$ cat src/hw/rtl/brainfuck_execution_core_defines.svh
// Assertion macros used by the execution core back end.
`ifndef BRAINFUCK_EXECUTION_CORE_DEFINES_SVH
`define BRAINFUCK_EXECUTION_CORE_DEFINES_SVH

// Condition holds at every rising clock edge outside reset.
`define BFC_ASSERT_ALWAYS(label, clk, rst, cond, msg) \
   label: assert property (@(posedge clk) disable iff (rst) (cond)) else $error(msg);

// Antecedent implies consequent in the same cycle.
`define BFC_ASSERT_IMPLIES(label, clk, rst, ante, cons, msg) \
   label: assert property (@(posedge clk) disable iff (rst) (ante) |-> (cons)) else $error(msg);

// Antecedent implies consequent in the next cycle.
`define BFC_ASSERT_NEXT(label, clk, rst, ante, cons, msg) \
   label: assert property (@(posedge clk) disable iff (rst) (ante) |=> (cons)) else $error(msg);

`endif

$ cat src/hw/rtl/bfc_pkg.sv
// Shared constants, opcode and word types of the execution core.
package bfc_pkg;

   localparam int TAPE_CELLS  = 4096;
   localparam int STACK_DEPTH = 256;
   localparam int QUEUE_DEPTH = 2;

   localparam int CHAR_W = 8;
   localparam int POS_W  = 16;
   localparam int BYTE_W = 8;
   localparam int ERR_W  = 2;
   localparam int SKIP_W = 16;

   // Program characters that act
   localparam logic [CHAR_W-1:0] CH_RIGHT = 8'h3E;
   localparam logic [CHAR_W-1:0] CH_LEFT  = 8'h3C;
   localparam logic [CHAR_W-1:0] CH_INC   = 8'h2B;
   localparam logic [CHAR_W-1:0] CH_DEC   = 8'h2D;
   localparam logic [CHAR_W-1:0] CH_OUT   = 8'h2E;
   localparam logic [CHAR_W-1:0] CH_IN    = 8'h2C;
   localparam logic [CHAR_W-1:0] CH_OPEN  = 8'h5B;
   localparam logic [CHAR_W-1:0] CH_CLOSE = 8'h5D;

   // Error codes
   localparam logic [ERR_W-1:0] ERR_OK        = 2'd0;
   localparam logic [ERR_W-1:0] ERR_OVERFLOW  = 2'd1;
   localparam logic [ERR_W-1:0] ERR_UNDERFLOW = 2'd2;

   typedef enum logic [3:0] {
      OP_NOP,
      OP_RIGHT,
      OP_LEFT,
      OP_INC,
      OP_DEC,
      OP_OUT,
      OP_IN,
      OP_OPEN,
      OP_CLOSE
   } op_type;

   // Decoded word passed from front to back
   typedef struct packed {
      op_type              op;
      logic [POS_W-1:0]    pos;
      logic [BYTE_W-1:0]   in_byte;
      logic                in_eof;
   } item_type;

   // Result word
   typedef struct packed {
      logic                out_valid;
      logic [BYTE_W-1:0]   out_byte;
      logic                redirect;
      logic [POS_W-1:0]    redirect_pos;
      logic [ERR_W-1:0]    error_code;
      logic                skipping;
   } result_type;

endpackage

$ cat src/hw/rtl/bfc_front.sv
// Front end: accepts request words and decodes the program character.
module bfc_front (
   input  logic                              req_valid,
   output logic                              req_stall,
   input  logic [bfc_pkg::CHAR_W-1:0]        req_action,
   input  logic [bfc_pkg::POS_W-1:0]         req_prog_pos,
   input  logic [bfc_pkg::BYTE_W-1:0]        req_in_byte,
   input  logic                              req_in_eof,
   input  logic                              queue_full,
   input  logic                              tape_clearing,
   output logic                              push_valid,
   output bfc_pkg::item_type                 push_item
);

   bfc_pkg::op_type op;

   // Classify the character
   always_comb begin
      case (req_action)
         bfc_pkg::CH_RIGHT: op = bfc_pkg::OP_RIGHT;
         bfc_pkg::CH_LEFT:  op = bfc_pkg::OP_LEFT;
         bfc_pkg::CH_INC:   op = bfc_pkg::OP_INC;
         bfc_pkg::CH_DEC:   op = bfc_pkg::OP_DEC;
         bfc_pkg::CH_OUT:   op = bfc_pkg::OP_OUT;
         bfc_pkg::CH_IN:    op = bfc_pkg::OP_IN;
         bfc_pkg::CH_OPEN:  op = bfc_pkg::OP_OPEN;
         bfc_pkg::CH_CLOSE: op = bfc_pkg::OP_CLOSE;
         default:           op = bfc_pkg::OP_NOP;
      endcase
   end

   // Hold requests while the queue is full or the tape is being cleared
   assign req_stall  = queue_full | tape_clearing;
   assign push_valid = req_valid & ~req_stall;

   always_comb begin
      push_item.op      = op;
      push_item.pos     = req_prog_pos;
      push_item.in_byte = req_in_byte;
      push_item.in_eof  = req_in_eof;
   end

endmodule

$ cat config.mk
export PLATFORM = sky130hd
export DESIGN_NAME = bfc_front
export DESIGN_NICKNAME = d
export VERILOG_FILES = /design/src/hw/rtl/brainfuck_execution_core_defines.svh /design/src/hw/rtl/bfc_pkg.sv /design/src/hw/rtl/bfc_front.sv
export SDC_FILE = /design/constraint.sdc
export NUM_CORES = 1
export LEC_CHECK = 0
export BUFFER_PORTS_ARGS = -buffer_cell sky130_fd_sc_hd__buf_2
export CORE_AREA = 2 2 39 41
export DETAILED_ROUTE_END_ITERATION = 8
export DIE_AREA = 0 0 41 43
export MAX_ROUTING_LAYER = met4
export PLACE_DENSITY = 0.77
export SLEW_MARGIN = 20
export SYNTH_ARGS = -nofsm -noshare
export SYNTH_HDL_FRONTEND = slang
export SYNTH_SLANG_ARGS = --single-unit
$ cat constraint.sdc
create_clock -name vclk -period 1.5
set_input_delay 0.15 -clock vclk [all_inputs]
set_output_delay 0.15 -clock vclk [all_outputs]
set_load 0.005 [all_outputs]
==> metrics, run 1 <==
RePlAce Congestion=0.5127; Horiz. Die Dim=41 µm; Initial Utilization=0.2297; Pins Over Slew Limit=0; post-synth top area share=0.5906; Clock Buffer Count=0; Ports=67; Die Ht=43 µm; Fmax=782.5 MHz; CTS resizes=0; WP data arrival=1.13 ns; Detailed Routing Iterations Pass 1=1; initial antenna violation count=0; unrepaired setup endpoints after global routing=no; Hold Violations, Final=0; final total power=40.54 µW; VDD IR max=0.02996 mV; top cell type by total area after synthesis=buf_4; met1 Resource Use GR=0.01899; detailed-route wire length=557 µm; grt total ovfl=0; number of global-route vias before repair=204; Nets=74; row count=14; final setup fails=0; GRT busiest layer=met2; leakage=0.1199 nW; pwr/cell area=172.3 mW/mm²; Avg Vias per Cell=4.692; Iteration-0 DRC Markers=0; most common cell after layout, fill and taps aside=buf_2; Least-Margin Pin Slew=0.3577 ns; GR Util All Layers=0.05220; Setup CP Type=in2out; syn avg cell area=7.223 µm²; Layout Utilization=0.1700; crit end category=output pin; Detail Placement HPWL=477.2 µm; slew margin rel.=0.7583; Hold WS=0.3000 ns; port bufs=17; GR Util met3=0.01047; Yosys warning count=0; die area=0.001763 mm²; setup ws final=0.2220 ns; Synth Net Count=80; CORE AREA=0.001384 mm²; Hold WC Path Type=in2out; Place WS=0.2265 ns; status=completed; Post-DRT Antenna Nets=0; cell count after synthesis=44; layout cells sized above 1=0.6111; Synth area leaders=buf_4, nor4bb_1, o22ai_1; multi-input logic area=122.6 µm²; Worst Path Max Fanout=4; Hold-fix buffers, CTS=0; Wirelength per Cell=10.71 µm; fillers=158; period utilisation layout=0.8520; setup TNS=0 ns; DR DRC count=0; most frequent cells in the layout=buf_2, a21oi_1, nand2_1, nor4bb_1, o22ai_1; # diodes=0; total number of vias=244; flip-flop and latch area=0 µm²; met2 Usage GRT=0.1156; largest net degree at the start of global routing=5; Synth Cell Area=317.8 µm²; sequential cell count=0; # Post-CTS Setup Buffers=0; Max-Cap Viols=0; Seq/Total Area, Yosys=0; Layout area overhead=-25.98%; CP required=1.35 ns; first-pass GRT wire length=683 µm; Yosys cell types=16; post-route minimum period=1.278 ns; crit start category=primary input
==> kinds of logic (layout without fill, tap and decap cells) <==
logic type,count (synthesis),count (layout),synth area share
simple gates,12,12,0.2914
compound gates,5,5,0.09449
buf+inv,27,19,0.6142
==> layer usage <==
metal / part of all wire / up-vias
met5: 0 / -
met4: 0.056 / 0
met3: 0.17 / 8
met2: 0.45 / 19
met1: 0.32 / 107
li1: - / 110
==> critical path: stages <==
cell and delay [ns]:
buf_2 0.12, inv_2 0.04, or4_4 0.52, o22ai_1 0.16, buf_2 0.13
==> path summary, 6_finish.rpt <==
path	from	end	slack [ns]	depth (start not counted)
max	req_action[1]	push_item[25]	0.22	5
min	req_prog_pos[9]	push_item[18]	0.30	0
==> where the power goes <==
| group | internal, mW | switching, mW | total (mW) |
|---|---|---|---|
| logic | 0.0220 | 0.0185 | 0.0405 |
| registers | 0 | 0 | 0 |
| clock network | 0 | 0 | 0 |
| total | 0.0220 | 0.0185 | 0.0405 |
==> metrics by stage <==
stage               cell area (µm²)  std cells
floorplan                     317.8         44
global placement              235.2         52
detailed placement            235.2         52
CTS                           235.2         52
global route                  235.2         52
finish                        235.2         52
==> layout make-up <==
type | count | area share
Inverter | 2 | 0.03191
Multi-Input combinational cell | 17 | 0.5213
Tap cell | 16 | 0.08511
Timing Repair Buffer | 17 | 0.3617
==> cells in the mapped netlist (all sizes together) <==
| library cell | number |
|---|---|
| nand3b | 1 |
| or2 | 1 |
| a21oi | 2 |
| nand2 | 2 |
| and4b | 1 |
| a21boi | 1 |
| inv | 2 |
| nor2 | 1 |
| nand4b | 1 |
| buf | 25 |
| nor3b | 1 |
| and2b | 1 |
| nor4bb | 2 |
| o22ai | 2 |
| or4 | 1 |
Power figures use the tool's default switching activity.
==> inputs of run 2 (changes only) <==
==> constraint.sdc (replaced) <==
create_clock -name vclk -period 1.18
set_input_delay 0.118 -clock vclk [all_inputs]
set_output_delay 0.118 -clock vclk [all_outputs]
set_load 0.005 [all_outputs]
==> metrics, run 2 (synthesis results as in run 1) <==
Iteration-0 DRC Markers=0; Die Ht=43 µm; Clock Buffer Count=0; Avg Vias per Cell=4.759; crit start category=primary input; Least-Margin Pin Slew=0.3021 ns; WP data arrival=1.08 ns; most frequent cells in the layout=buf_2, buf_4; VDD IR max=0.04438 mV; status=finished, violations left; row count=14; Initial Utilization=0.2297; Max-Cap Viols=0; leakage=0.1795 nW; period utilisation layout=1.015; Wirelength per Cell=14.26 µm; failing checks=setup timing; final total power=96.34 µW; initial antenna violation count=0; Detail Placement HPWL=530.4 µm; Layout area overhead=13.39%; port bufs=17; flip-flop and latch area=0 µm²; Detailed Routing Iterations Pass 1=1; die area=0.001763 mm²; CP required=1.06 ns; unrepaired setup endpoints after global routing=yes; Ports=67; largest net degree at the start of global routing=5; Pins Over Slew Limit=0; DR DRC count=0; first-pass GRT wire length=910 µm; Place WS=-0.009647 ns; total number of vias=276; Setup CP Type=in2out; most common cell after layout, fill and taps aside=buf_2; sequential cell count=0; CORE AREA=0.001384 mm²; Worst Path Max Fanout=3; Hold-fix buffers, CTS=0; GR Util All Layers=0.07267; detailed-route wire length=827 µm; # diodes=0; Horiz. Die Dim=41 µm; layout cells sized above 1=0.7857; Fmax=834.6 MHz; pwr/cell area=267.3 mW/mm²; RePlAce Congestion=0.5055; post-route minimum period=1.198 ns; Hold Violations, Final=0; grt total ovfl=0; setup ws final=-0.01819 ns; number of global-route vias before repair=257; Post-DRT Antenna Nets=0; Hold WC Path Type=in2out; Nets=80; final setup fails=1; slew margin rel.=0.7986; crit end category=output pin
run 2: cell count changes in the layout (fill, tap and decap cells not counted), moves of 2 or more:
cell,before,now
buf_4,0,6
o22ai_1,2,0
buf_6,0,2
buf_8,0,2
nor4bb_4,0,2
nor4bb_1,2,0
o22ai_2,0,2
buf_2,17,13
run 2: metrics by stage:
step / cells / utilization / hold WS, ns / setup TNS, ns / cell area, µm²
CTS: 58 / 0.2251 / 0.2360 / 0 / 311.5
detailed placement: 53 / 0.1754 / 0.2360 / -0.01680 / 242.7
global route: 58 / 0.2604 / 0.2360 / -0.1087 / 360.3
global placement: 53 / 0.1754 / 0.2360 / 0 / 242.7
finish: 58 / 0.2604 / 0.2360 / -0.01819 / 360.3
floorplan: 44 / - / 0.2893 / 0 / 317.8
run 2: final cells by class:
cell class / instances / area (µm²)
Fill cell: 150 / 1023
Multi-Input combinational cell: 17 / 167.7
Timing Repair Buffer: 23 / 162.7
Tap cell: 16 / 20.02
Inverter: 2 / 10.01
run 2: final timing paths:
check | start | slack, ns | depth (start not counted) | to
max | req_action[1] | -0.02 | 5 | push_item[26]
min | req_prog_pos[9] | 0.24 | 0 | push_item[18]
run 2: worst max-delay path, cell delays in order:
cell,delay [ns]
buf_8,0.08
inv_4,0.03
or4_4,0.54
o22ai_2,0.18
buf_2,0.13
run 2: power by group:
group,internal [mW],switching [mW],total [mW]
Clock,0,0,0
Sequential,0,0,0
Combinational,0.0590,0.0373,0.0963
Total,0.0590,0.0373,0.0963
run 2: routing by layer:
metal,track usage,up-vias,part of all wire,wire length (µm)
met5,-,-,0,0
met4,0.04000,0,0.037,31
met3,0.01047,8,0.11,89
met2,0.1594,19,0.59,487
met1,0.03797,127,0.26,218
li1,-,122,-,-
run 2: repair_timing:
item,4_1_cts,5_1_grt
pin swaps,3,4
resized for setup,7,9
endpoints found under the setup margin,3,3
setup buffers,5,0
==> inputs of run 3 (changes only) <==
--- a/config.mk
+++ b/config.mk
@@ -5,12 +5,14 @@
 export SDC_FILE = /design/constraint.sdc
 export NUM_CORES = 1
 export LEC_CHECK = 0
-export BUFFER_PORTS_ARGS = -buffer_cell sky130_fd_sc_hd__buf_2
+export CELL_PAD_IN_SITES_DETAIL_PLACEMENT = 1
+export CELL_PAD_IN_SITES_GLOBAL_PLACEMENT = 1
 export CORE_AREA = 2 2 39 41
 export DETAILED_ROUTE_END_ITERATION = 8
 export DIE_AREA = 0 0 41 43
+export DONT_BUFFER_PORTS = 1
 export MAX_ROUTING_LAYER = met4
-export PLACE_DENSITY = 0.77
+export PLACE_DENSITY = 0.56
 export SLEW_MARGIN = 20
 export SYNTH_ARGS = -nofsm -noshare
 export SYNTH_HDL_FRONTEND = slang
==> metrics, run 3 (synthesis results as in run 1) <==
status=completed; sw frac=0.4086; Hold Violations, Final=0; Clock Buffer Count=0; DR DRC count=0; internal power=12.87 µW; grt total ovfl=0; Horiz. Die Dim=41 µm; Detail Placement HPWL=499 µm; Pins Over Slew Limit=0; Wirelength per Cell=16.09 µm; CTS resizes=0; hold depth=0; largest net degree at the start of global routing=5; detailed-route wire length=563 µm; unrepaired setup endpoints after global routing=no; Die Ht=43 µm; Avg Vias per Cell=4.771; Detailed Routing Iterations Pass 1=3; die area=0.001763 mm²; most frequent cells in the layout=a21oi_1, nand2_1, nor4bb_1, o22ai_1; final setup fails=0; setup TNS=0 ns; pwr/cell area=144.9 mW/mm²; combinational power share=1.000; # Post-CTS Setup Buffers=0; Hold WC Path Type=in2out; CP required=1.06 ns; share of total power in sequential cells=0; Crit path depth=3; crit start category=primary input; total number of vias=167; fillers=167; VDD IR max=0.02744 mV; port bufs=0; Slowest-stage cell, CP=or4_4; initial antenna violation count=0; Layout area overhead=-52.76%; end of the critical path=push_item[26]; Max-Cap Viols=0; flip-flop and latch area=0 µm²; # diodes=0; Place WS=0.1585 ns; power share of the clock group=0; layout cells sized above 1=0.2632; Initial Utilization=0.2297; Post-DRT Antenna Nets=0; first-pass GRT wire length=786 µm; CORE AREA=0.001384 mm²; GR Util All Layers=0.06141; Worst Path Max Fanout=4; Nets=57; row count=14; slew margin rel.=0.7393; Largest delay share family, worst path=simple AND/OR/NAND/NOR gates; CP peak stage delay=0.52 ns; post-route minimum period=1.019 ns; Iteration-0 DRC Markers=1; CP cell instances=inv_2, or4_4, o22ai_1; Ports=67; Setup CP Type=in2out; Fmax=981.0 MHz; Switch Pwr=8.891 µW; Hold-fix buffers, CTS=0; Critical path origin=req_action[1]; Least-Margin Pin Slew=0.3859 ns; setup ws final=0.1606 ns; Cell Count Post-Placement=35; number of global-route vias before repair=164; crit end category=output pin; leakage=0.04612 nW; WP data arrival=0.90 ns; period utilisation layout=0.8639; fin cells=35; RePlAce Congestion=0.6858; Buf/Inv on CP=1; sequential cell count=0
==> run 3: cell types whose count changed in the layout (fill, tap and decap cells not counted), sizes merged <==
| cell | previous run | this run |
|---|---|---|
| buf | 23 | 0 |
==> run 3: through the flow <==
step	hold WS [ns]	total power, mW	cell area, µm²	util
6_report	0.2360	0.02176	150.1	0.1085
5_1_grt	0.2360	0.02430	150.1	0.1085
4_1_cts	0.2360	0.02191	150.1	0.1085
3_3_place_gp	0.2360	0.02160	150.1	0.1085
3_5_place_dp	0.2360	0.02188	150.1	0.1085
2_1_floorplan	0.2893	0.08827	317.8	-
==> run 3: how the worst min path moves through the flow <==
stage,slack (ns),startpoint,end
2_1_floorplan,0.29,req_action[1],push_item[26]
5_1_grt,0.24,req_prog_pos[12],push_item[21]
4_1_cts,0.24,req_prog_pos[1],push_item[10]
3_3_place_gp,0.24,req_prog_pos[1],push_item[10]
6_report,0.24,req_prog_pos[3],push_item[12]
3_5_place_dp,0.24,req_prog_pos[1],push_item[10]
==> run 3: area by class of cell <==
cell class	count	area, µm²	area share
multi-input combinational	17	122.6	0.8167
inverter	2	7.507	0.05000
tap	16	20.02	0.1333
==> run 3: routing by layer <==
metal,global-route usage,wire (µm)
met3,0.02618,94
met1,0.08544,230
met5,-,0
met4,0.02000,0
met2,0.07813,238
==> run 3: power groups by stage <==
stage	Combinational, mW	Clock [mW]	Sequential [mW]
after global placement	0.0216	0	0
after floorplan	0.0883	0	0
after CTS	0.0219	0	0
final	0.0218	0	0
after global routing	0.0243	0	0
after detailed placement	0.0219	0	0
