$ cat src/hw/rtl/brainfuck_execution_core_defines.svh
// Assertion macros used by the execution core back end.
`ifndef BRAINFUCK_EXECUTION_CORE_DEFINES_SVH
`define BRAINFUCK_EXECUTION_CORE_DEFINES_SVH

// Condition holds at every rising clock edge outside reset.
`define BFC_ASSERT_ALWAYS(label, clk, rst, cond, msg) \
   label: assert property (@(posedge clk) disable iff (rst) (cond)) else $error(msg);

// Antecedent implies consequent in the same cycle.
`define BFC_ASSERT_IMPLIES(label, clk, rst, ante, cons, msg) \
   label: assert property (@(posedge clk) disable iff (rst) (ante) |-> (cons)) else $error(msg);

// Antecedent implies consequent in the next cycle.
`define BFC_ASSERT_NEXT(label, clk, rst, ante, cons, msg) \
   label: assert property (@(posedge clk) disable iff (rst) (ante) |=> (cons)) else $error(msg);

`endif

$ cat src/hw/rtl/bfc_pkg.sv
// Shared constants, opcode and word types of the execution core.
package bfc_pkg;

   localparam int TAPE_CELLS  = 4096;
   localparam int STACK_DEPTH = 256;
   localparam int QUEUE_DEPTH = 2;

   localparam int CHAR_W = 8;
   localparam int POS_W  = 16;
   localparam int BYTE_W = 8;
   localparam int ERR_W  = 2;
   localparam int SKIP_W = 16;

   // Program characters that act
   localparam logic [CHAR_W-1:0] CH_RIGHT = 8'h3E;
   localparam logic [CHAR_W-1:0] CH_LEFT  = 8'h3C;
   localparam logic [CHAR_W-1:0] CH_INC   = 8'h2B;
   localparam logic [CHAR_W-1:0] CH_DEC   = 8'h2D;
   localparam logic [CHAR_W-1:0] CH_OUT   = 8'h2E;
   localparam logic [CHAR_W-1:0] CH_IN    = 8'h2C;
   localparam logic [CHAR_W-1:0] CH_OPEN  = 8'h5B;
   localparam logic [CHAR_W-1:0] CH_CLOSE = 8'h5D;

   // Error codes
   localparam logic [ERR_W-1:0] ERR_OK        = 2'd0;
   localparam logic [ERR_W-1:0] ERR_OVERFLOW  = 2'd1;
   localparam logic [ERR_W-1:0] ERR_UNDERFLOW = 2'd2;

   typedef enum logic [3:0] {
      OP_NOP,
      OP_RIGHT,
      OP_LEFT,
      OP_INC,
      OP_DEC,
      OP_OUT,
      OP_IN,
      OP_OPEN,
      OP_CLOSE
   } op_type;

   // Decoded word passed from front to back
   typedef struct packed {
      op_type              op;
      logic [POS_W-1:0]    pos;
      logic [BYTE_W-1:0]   in_byte;
      logic                in_eof;
   } item_type;

   // Result word
   typedef struct packed {
      logic                out_valid;
      logic [BYTE_W-1:0]   out_byte;
      logic                redirect;
      logic [POS_W-1:0]    redirect_pos;
      logic [ERR_W-1:0]    error_code;
      logic                skipping;
   } result_type;

endpackage

$ cat src/hw/rtl/bfc_queue.sv
// Short queue of decoded words between front end and execution back end.
module bfc_queue (
   input  logic              clock,
   input  logic              reset,
   input  logic              push_valid,
   input  bfc_pkg::item_type push_item,
   output logic              full,
   input  logic              pop,
   output logic              head_valid,
   output bfc_pkg::item_type head_item
);

   localparam int QD  = bfc_pkg::QUEUE_DEPTH;
   localparam int QPW = (QD > 1) ? $clog2(QD) : 1;
   localparam int QCW = $clog2(QD + 1);
   localparam logic [QPW-1:0] PTR_LAST = QPW'(QD - 1);
   localparam logic [QCW-1:0] COUNT_FULL = QCW'(QD);

   bfc_pkg::item_type entry_ff [QD];
   logic [QPW-1:0]    wr_ptr_ff, wr_ptr_in;
   logic [QPW-1:0]    rd_ptr_ff, rd_ptr_in;
   logic [QCW-1:0]    count_ff, count_in;

   // Advance pointers and occupancy
   always_comb begin
      wr_ptr_in = wr_ptr_ff;
      rd_ptr_in = rd_ptr_ff;
      count_in  = count_ff;
      if (push_valid) begin
         wr_ptr_in = (wr_ptr_ff == PTR_LAST) ? '0 : wr_ptr_ff + QPW'(1);
      end
      if (pop) begin
         rd_ptr_in = (rd_ptr_ff == PTR_LAST) ? '0 : rd_ptr_ff + QPW'(1);
      end
      if (push_valid && !pop) begin
         count_in = count_ff + QCW'(1);
      end else if (pop && !push_valid) begin
         count_in = count_ff - QCW'(1);
      end
   end

   always_ff @(posedge clock) begin
      if (reset) begin
         wr_ptr_ff <= '0;
         rd_ptr_ff <= '0;
         count_ff  <= '0;
      end else begin
         wr_ptr_ff <= wr_ptr_in;
         rd_ptr_ff <= rd_ptr_in;
         count_ff  <= count_in;
      end
   end

   // Store incoming words
   always_ff @(posedge clock) begin
      if (push_valid) begin
         entry_ff[wr_ptr_ff] <= push_item;
      end
   end

   assign full       = (count_ff == COUNT_FULL);
   assign head_valid = (count_ff != '0);
   assign head_item  = entry_ff[rd_ptr_ff];

endmodule

$ cat config.mk
export PLATFORM = sky130hd
export DESIGN_NAME = bfc_queue
export DESIGN_NICKNAME = d
export VERILOG_FILES = /design/src/hw/rtl/brainfuck_execution_core_defines.svh /design/src/hw/rtl/bfc_pkg.sv /design/src/hw/rtl/bfc_queue.sv
export SDC_FILE = /design/constraint.sdc
export NUM_CORES = 1
export LEC_CHECK = 0
export BUFFER_PORTS_ARGS = -buffer_cell sky130_fd_sc_hd__buf_2
export CAP_MARGIN = 10
export CELL_PAD_IN_SITES_DETAIL_PLACEMENT = 0
export CELL_PAD_IN_SITES_GLOBAL_PLACEMENT = 1
export CORE_MARGIN = 2
export CORE_UTILIZATION = 35
export CTS_CLUSTER_SIZE = 28
export DETAILED_ROUTE_END_ITERATION = 10
export PLACE_DENSITY = 0.76
export SLEW_MARGIN = 25
export SYNTH_ARGS = -nofsm -noshare
export SYNTH_HDL_FRONTEND = slang
export SYNTH_SLANG_ARGS = --single-unit
$ cat constraint.sdc
create_clock -name clock -period 2.9 [get_ports clock]
set_clock_uncertainty 0.2 [all_clocks]
set_input_delay 0.145 -clock clock [delete_from_list [all_inputs] [get_ports clock]]
set_output_delay 0.145 -clock clock [all_outputs]
set_load 0.01 [all_outputs]
==> results_dict.tcl, run 1 <==
set metrics [dict create \
    cp-end-kind "primary output" \
    synth-seq-cells 63 \
    drive_gt1_share_pct 50.4 \
    slew_headroom_pct 61.9 \
    pre_cts_slack_ns 1.17 \
    h-tree-depth 3 \
    gr-usage-all-layers_pct 12.0 \
    wirelength_mm 4.27 \
    core_mm2 0.00635 \
    min_delay_worst_endpoint "count_ff[1]" \
    die_height_um 85.1 \
    min_path_cells 2 \
    finalNetCount 253 \
    seq_area_frac_synth_pct 80.0 \
    cpPeakStageDelay_ns 0.39 \
    maxSlewViolCount 0 \
    critical_path_required_ns 2.56 \
    rrSetupSlack_ns 1.18 \
    hp-class "reg2reg" \
    synthToLayoutAreaGrowth_pct 43.0 \
    fmaxAchievable_mhz 535 \
    critical_path_buf_inv_count 2 \
    cts_max_path_buffers 2 \
    place_congestion 0.663 \
    finalWorstSetupSlack_ns 1.03 \
    path_class "reg2out" \
    tightest_slew_ns 0.568 \
    post-cts-setup-buffers 0 \
    r2r-start "wr_ptr_ff" \
    drt-initial-drc-count 60 \
    post-route-period-util_pct 64.5 \
    rsz0062_at_grt "false" \
    antenna_found_initial 0 \
    hold_viol_final 0 \
    fill_cells 529 \
    die-area_mm2 0.00724 \
    synth.avg_cell_area_um2 20.6 \
    setup_viol_count_final 0 \
    synthCells 112 \
    regToRegEndpoint "entry_ff[1][16]" \
    via_count 1342 \
    p_leak_nw 1.28 \
    cp-start-kind "flop" \
    cts_made_buffers 9 \
    rows 29 \
    period_minus_slack_ns 1.87 \
    clkTransAtPathRegs_ns 0.06 \
    slowest_stage "mux2_2" \
    start_util_pct 36.3 \
    grt_max_degree 30 \
    cp.arrival_ns 1.52 \
    place_area_mm2 0.00273 \
    grt_overflow 0 \
    io_buffers 63 \
    synth_cell_types 18 \
    io_pins 64 \
    drc 0 \
    syn_nets 146 \
    cp_cell_sequence "buf_4 -> mux2_2 -> buf_2" \
    final_antenna_net_count 0 \
    avgViaCountPerCell 4.46 \
    crit_fanout 29 \
    dp_hpwl_mm 2.62 \
    grt_pass1_vias 1360 \
    drt-pass1-iter-count 3 \
    cts-root-buf "clkbuf_8" \
    postLayoutCellArea_mm2 0.00329 \
    cp_top_family "buffers and inverters" \
    cap_violations 0 \
    min_from "count_ff[1]" \
    setup-tns-final_ns 0 \
    power_per_cell_area_mw_per_mm2 678 \
    syn-cell-area_mm2 0.00230 \
    wire_per_inst_um 14.2 \
    cts_sinks 63 \
    ys_warn_count 0 \
    worstRegToRegCells 2 \
    clk_latency_ns 0.32 \
    die_w_um 85.1 \
    antenna_cells 0 \
    outcome "finished, final reports clean" \
    cts_tree "done" \
    grt_pass1_wl_mm 6.49 \
    vdd_drop_max_v 0.000343 \
]
cells in the final DEF, fill, tap and decap left out:
master / count
nor2_1: 4
xor2_1: 2
dlygate4sd3_1: 33
edfxtp_1: 58
or3_1: 1
o21ai_0: 1
and2b_2: 1
buf_2: 63
inv_1: 1
clkinv_1: 1
dfxtp_1: 5
mux2_2: 29
buf_4: 2
a21oi_1: 1
clkinv_2: 2
and2_1: 1
or2_2: 1
clkbuf_8: 9
nor2b_2: 1
xnor2_1: 2
ha_1: 1
clkinvlp_4: 1
buf_12: 1
bufinv_16: 3
sequential cells by signal, indices dropped and copies added (netlist names), named ones only:
signal	flops
count_ff	2
rd_ptr_ff	1
entry_ff	58
wr_ptr_ff	1
worst reg2reg max path: cells and delay by family (launching register included):
family	cells	cell delay, ns
buffers and inverters	1	0.39
and+or+nand+nor	1	0.43
DFF	1	0.37
cell families (layout without fill, tap and decap cells):
| logic type | Yosys count | count (layout) | share of synthesized area [%] |
|---|---|---|---|
| AO/OA/AOI/OAI | 2 | 2 | 0.434 |
| XOR/XNOR | 4 | 4 | 1.52 |
| adder cells (fa/ha/maj) | 1 | 1 | 0.543 |
| buffers and inverters | 4 | 116 | 1.20 |
| flip-flops | 63 | 63 | 80.0 |
| multiplexers | 29 | 29 | 14.2 |
| AND/OR/NAND/NOR | 9 | 9 | 2.12 |
what timing repair did:
action / 4_1_cts / 5_1_grt
hold buffers: 33 / 0
gates resized for setup: 0 / 0
endpoints found under the hold margin: 63 / 0
synthesized netlist by cell type:
| library cell | number | area share (%) |
|---|---|---|
| a21oi_1 | 1 | 0.22 |
| edfxtp_1 | 58 | 76 |
| nor2b_1 | 1 | 0.27 |
| and2_1 | 1 | 0.27 |
| xnor2_1 | 2 | 0.76 |
| ha_1 | 1 | 0.54 |
| buf_4 | 1 | 0.33 |
| dfxtp_1 | 5 | 4.3 |
| mux2_2 | 29 | 14 |
| buf_6 | 1 | 0.49 |
| buf_2 | 1 | 0.22 |
| or2_2 | 1 | 0.27 |
| or3_1 | 1 | 0.27 |
| inv_1 | 1 | 0.16 |
| xor2_1 | 2 | 0.76 |
| o21ai_0 | 1 | 0.22 |
| nor2_1 | 4 | 0.65 |
| and2b_2 | 1 | 0.38 |
stage by stage:
| step | std cells | hold WS [ns] | util (%) | power [mW] |
|---|---|---|---|---|
| 2_1_floorplan | 112 | 0.0141 | - | 1.23 |
| 3_3_place_gp | 252 | 0.134 | 43.0 | 1.32 |
| 3_5_place_dp | 252 | 0.139 | 43.0 | 1.33 |
| 4_1_cts | 301 | 0.304 | 51.9 | 2.26 |
| 5_1_grt | 301 | 0.322 | 51.9 | 2.32 |
| 6_report | 301 | 0.298 | 51.9 | 2.23 |
final cells by class:
class,count,area [µm²],area share (%)
Clock inverter,7,111,3.38
Multi-Input combinational cell,45,435,13.2
Inverter,1,3.75,0.114
Clock buffer,9,124,3.76
Timing Repair Buffer,99,681,20.7
Tap cell,77,96.3,2.93
Sequential cell,63,1840,55.9
layer usage:
layer	track usage (%)	routed length, µm	up-vias
li1	-	-	642
met1	13.4	1810	648
met2	20.5	2120	46
met3	5.35	301	6
met4	3.90	46	0
met5	0	0	-
worst max-delay path by stage:
stage	startpoint	end	slack, ns	cells past startpoint
2_1_floorplan	wr_ptr_ff	entry_ff[0][0]	0.65	1
3_3_place_gp	wr_ptr_ff	entry_ff[1][12]	1.19	2
3_5_place_dp	wr_ptr_ff	entry_ff[1][6]	1.17	2
4_1_cts	flop	head_item[13]	0.99	3
5_1_grt	flop	head_item[13]	0.97	3
6_report	flop	head_item[16]	1.03	3
report_power, final:
part,leakage [nW],internal [mW],switching (mW)
registers,0.586,1.06,0.0158
clock network,0.117,0.565,0.328
logic,0.573,0.142,0.124
(Power assumes the default switching activity.)
==> inputs of run 2 (changes only) <==
- ABC_AREA: unset -> 1
- PLACE_DENSITY: 0.76 -> 0.79
- clock period: 2.9 -> 1.5 ns (I/O delays scaled with it)
==> results_dict.tcl, run 2 <==
set metrics [dict create \
    outcome "finished with violations" \
    failed_checks "negative setup slack" \
    wire_per_inst_um 15.8 \
    synth.avg_cell_area_um2 19.2 \
    cp-start-kind "flop" \
    timing.hold.ws_ns 0.267 \
    synth_area_leader_cell "edfxtp_1" \
    p_leak_nw 1.50 \
    seq_area_frac_synth_pct 78.0 \
    post-route-util_pct 57.1 \
    clk_latency_ns 0.33 \
    ys_async_sr_fraction_pct 0 \
    wirelength_mm 5.00 \
    tightest_slew_ns 0.158 \
    drt-initial-drc-count 42 \
    antenna_found_initial 0 \
    critical_path_buf_inv_count 2 \
    via_count 1446 \
    post-route-period-util_pct 110 \
    cts-root-buf "clkbuf_8" \
    largest_reg_flops 58 \
    cts_made_buffers 9 \
    pre_cts_slack_ns 0.131 \
    cp_cell_sequence "buf_16 -> mux2_4 -> buf_6" \
    vdd_drop_max_v 0.000545 \
    grt_overflow 0 \
    ys_warn_count 0 \
    synthCells 123 \
    path_class "reg2out" \
    cpPeakStageDelay_ns 0.42 \
    worstRegToRegCells 3 \
    final_cell_mix "58 x edfxtp_1, 36 x buf_2, 33 x dlygate4sd3_1" \
    io_buffers 63 \
    cap_violations 0 \
    synth-seq-cells 63 \
    cts_sinks 63 \
    final_antenna_net_count 0 \
    synthMuxAreaShare_pct 15.4 \
    grt_pass1_vias 1535 \
    cp_top_family "flip-flops" \
    start_util_pct 36.7 \
    postLayoutCellArea_mm2 0.00366 \
    hp-class "in2reg" \
    power_per_cell_area_mw_per_mm2 1170 \
    cts_max_path_buffers 2 \
    crit_fanout 13 \
    place_area_mm2 0.00284 \
    avgViaCountPerCell 4.58 \
    top_regs "entry_ff: 58 flops, count_ff: 2 flops" \
    die-area_mm2 0.00741 \
    maxSlewViolCount 0 \
    hold_viol_final 0 \
    synthSimpleGateAreaFrac_pct 2.60 \
    rrSetupSlack_ns 0.12 \
    synth_cell_types 16 \
    place_congestion 0.691 \
    drive_gt1_share_pct 48.5 \
    synth-adder-area-share_pct 0.530 \
    setup_viol_count_final 29 \
    cp-end-kind "primary output" \
    slowest_stage "dfxtp_4" \
    synth_compound_area_share_pct 0.424 \
    synth_common_cells "58 x edfxtp_1, 19 x mux2_2, 10 x mux2_4, 9 x inv_1" \
    syn-cell-area_mm2 0.00236 \
    rsz0062_at_grt "true" \
    io_pins 64 \
    post-cts-setup-buffers 0 \
    syn_nets 157 \
    cts_tree "done" \
    synth_top_family_by_area "multiplexers" \
    synth_most_common_cell "edfxtp_1" \
    layoutNonFillerInstCount 316 \
    finalNetCount 269 \
    synth_top_cell_area_share_pct 73.8 \
    gr-usage-all-layers_pct 14.0 \
    fmaxAchievable_mhz 606 \
    h-tree-depth 3 \
    die_w_um 86.1 \
    rows 29 \
    drt-pass1-iter-count 4 \
    dp.cells 266 \
    die_height_um 86.1 \
    synth_edf_count 58 \
    min_path_cells 2 \
    critical_path_required_ns 1.22 \
    core_mm2 0.00642 \
    synth_top_cells_by_area "edfxtp_1 74%, mux2_2 9.1%, mux2_4 6.4%" \
    synthToLayoutAreaGrowth_pct 55.3 \
    dp_hpwl_mm 2.63 \
    synth-main-ff-cell "edfxtp_1" \
    period_minus_slack_ns 1.65 \
    slew_headroom_pct 89.5 \
    cp.arrival_ns 1.38 \
    layout_commonest_cell "edfxtp_1" \
    synthXorXnorAreaFrac_pct 0.371 \
    clkTransAtPathRegs_ns 0.06 \
    grt_pass1_wl_mm 7.41 \
    antenna_cells 0 \
    top_register "entry_ff" \
    grt_max_degree 21 \
    finalWorstSetupSlack_ns -0.151 \
    drc 0 \
    cp.depth 3 \
]
## run 2: layout make-up
type / instances / area, µm²
fillers: 522 / 2760
clock inverters: 6 / 76.3
repair buffers: 104 / 950
clock buffers: 9 / 124
well taps: 77 / 96.3
inverters: 9 / 37.5
multi-input cells: 48 / 536
flip-flops and latches: 63 / 1850
## run 2: power breakdown
part	switching [mW]	total (mW)	internal [mW]
logic	0.274	0.705	0.431
clock network	0.607	1.51	0.906
registers	0.0375	2.06	2.03
total	0.919	4.28	3.36
## run 2: final timing paths
kind,startpoint,end
worst max register to register,rd_ptr_ff,flop
worst min register to register,count_ff[0],count_ff[0]
worst min-delay path,push_item[15],entry_ff[0][15]
worst max-delay path,flop,head_item[6]
## run 2: metal layers
layer / vias to the layer above / part of all wire [%] / global-route usage (%)
met5: - / 0 / 0
met4: 0 / 1.8 / 7.36
met1: 695 / 41 / 14.4
met3: 11 / 6.3 / 4.72
li1: 686 / - / -
met2: 54 / 51 / 24.9
## run 2: cell families after synthesis
logic type | after synthesis
xor+xnor | 1
mux | 29
compound gates | 2
buf+inv | 12
flops | 63
simple gates | 15
fa+ha+maj | 1
## run 2: metrics by stage
| step | total power, mW | TNS [ns] |
|---|---|---|
| 3_3_place_gp | 2.54 | 0 |
| 3_5_place_dp | 2.56 | 0 |
| 5_1_grt | 4.46 | -5.11 |
| 4_1_cts | 4.25 | -4.73 |
| 6_report | 4.28 | -3.87 |
| 2_1_floorplan | 2.36 | 0 |
## run 2: what timing repair did
item,4_1_cts,5_1_grt
endpoints found under the setup margin,29,30
pin swaps,0,0
hold buffers,33,0
gates resized for setup,28,20
hold endpoints to repair,63,0
gates cloned,1,1
==> inputs of run 3 (changes only) <==
- ABC_AREA: 1 -> unset
- PLACE_DENSITY: 0.79 -> 0.76
- clock period: 1.5 -> 1.6 ns (I/O delays scaled with it)
==> results_dict.tcl, run 3 (synthesis gave the netlist of run 1 again) <==
set metrics [dict create \
    start_util_pct 36.3 \
    antenna_cells 0 \
    avgViaCountPerCell 4.44 \
    critical_path_required_ns 1.32 \
    fill_cells 490 \
    cts_sinks 63 \
    cts_tree "done" \
    final_cell_mix "58 x edfxtp_1, 37 x buf_2, 33 x dlygate4sd3_1" \
    met2_usage_pct 19.2 \
    dp.cells 255 \
    core_mm2 0.00635 \
    crit_fanout 7 \
    r2r-start "rd_ptr_ff" \
    clk_latency_ns 0.32 \
    cts_made_buffers 9 \
    drc 0 \
    rows 29 \
    grtUsageMet3_pct 3.79 \
    synthToLayoutAreaGrowth_pct 56.2 \
    pre_cts_slack_ns 0.164 \
    drive_gt1_share_pct 52.4 \
    die-area_mm2 0.00724 \
    setup.worst_path.end "head_item[21]" \
    drt-pass1-iter-count 4 \
    cts_max_path_buffers 2 \
    setup_viol_count_final 29 \
    postLayoutCellArea_mm2 0.00360 \
    hold_viol_final 0 \
    drt-initial-drc-count 52 \
    slowest_stage "dfxtp_4" \
    grt_max_degree 21 \
    post-route-period-util_pct 104 \
    cp.arrival_ns 1.38 \
    top_register "entry_ff" \
    cpPeakStageDelay_ns 0.44 \
    place_area_mm2 0.00278 \
    grtUsageMet1_pct 14.6 \
    final_antenna_net_count 0 \
    rsz0062_at_grt "true" \
    io_buffers 63 \
    worstRegToRegCells 3 \
    antenna_found_initial 0 \
    cp-end-kind "primary output" \
    timing.hold.ws_ns 0.275 \
    dp_hpwl_mm 2.65 \
    tightest_slew_ns 0.184 \
    hp-class "in2reg" \
    period_minus_slack_ns 1.66 \
    finalNetCount 261 \
    layout_commonest_cell "edfxtp_1" \
    failed_checks "negative setup slack" \
    wirelength_mm 4.59 \
    grt_pass1_vias 1421 \
    place_congestion 0.664 \
    wire_per_inst_um 14.9 \
    slew_headroom_pct 87.7 \
    layoutNonFillerInstCount 308 \
    maxSlewViolCount 0 \
    die_w_um 85.1 \
    top_regs "entry_ff: 58 flops, count_ff: 2 flops" \
    via_count 1366 \
    post-route-util_pct 56.7 \
    rrSetupSlack_ns 0.21 \
    grt.busiest_layer "met2" \
    grt_pass1_wl_mm 6.49 \
    cp-start-kind "flop" \
    cp_cell_sequence "buf_12 -> mux2_2 -> buf_6" \
    seq_area_mm2 0.00185 \
    h-tree-depth 3 \
    largest_reg_flops 58 \
    gr-usage-all-layers_pct 12.1 \
    io_pins 64 \
    power_per_cell_area_mw_per_mm2 1040 \
    grt_overflow 0 \
    cap_violations 0 \
    outcome "finished with violations" \
    die_height_um 85.1 \
    clkTransAtPathRegs_ns 0.07 \
    finalWorstSetupSlack_ns -0.0577 \
    cts-root-buf "clkbuf_8" \
    path_class "reg2out" \
    multi_input_area_um2 519 \
    fmaxAchievable_mhz 603 \
    vdd_drop_max_v 0.000533 \
    p_leak_nw 1.44 \
]
==> run 3: cell count changes in the layout (fill, tap and decap cells not counted), moves of 5 or more <==
cell     before  now
inv_1         8    1
mux2_2        2    7
nand2_1       6    0
mux2_4       27   22
==> run 3: repair_timing <==
item                                    4_1_cts  5_1_grt
endpoints found under the setup margin       29       28
cloned                                        0        3
buffers inserted                              2        0
resized for setup                            12       41
hold buffers                                 33        0
endpoints found under the hold margin        63        0
==> run 3: layout make-up <==
| type | instances | share of cell area [%] |
|---|---|---|
| inverter | 1 | 0.104 |
| sequential | 63 | 51.3 |
| multi-input combinational | 45 | 14.4 |
| tap | 77 | 2.68 |
| clock buffer | 10 | 3.55 |
| timing repair buffer | 107 | 27.2 |
| clock inverter | 5 | 0.730 |
==> run 3: routing by layer <==
layer / vias to the layer above / part of all wire [%]
li1: 663 / -
met1: 651 / 43
met2: 50 / 51
met3: 2 / 5.8
met4: 0 / 0.17
met5: - / 0
==> run 3: worst min-delay path by stage <==
stage | start | end | depth (start not counted)
finish | push_item[20] | entry_ff[1][20] | 2
global route | push_item[20] | entry_ff[1][20] | 2
CTS | push_item[14] | entry_ff[0][14] | 2
detailed placement | push_item[14] | entry_ff[0][14] | 1
global placement | push_item[1] | entry_ff[1][1] | 1
floorplan | reset | count_ff[1] | 1
==> run 3: metrics by stage <==
stage                     total power, mW  setup TNS, ns
after floorplan                      2.22          -3.15
after global placement               2.42              0
after detailed placement             2.43              0
after CTS                            3.63          -1.38
after global routing                 3.91          -2.72
final                                3.74         -0.914
==> run 3: worst max-delay path, delay by kind of cell, from the launching register on <==
family,cells,cell delay (ns)
flops,1,0.44
mux,1,0.35
buf+inv,2,0.27
==> run 3: report_power, final <==
| part | total [mW] | switching [mW] | internal [mW] |
|---|---|---|---|
| Combinational | 0.690 | 0.259 | 0.431 |
| Clock | 1.10 | 0.558 | 0.539 |
| Sequential | 1.96 | 0.0403 | 1.92 |
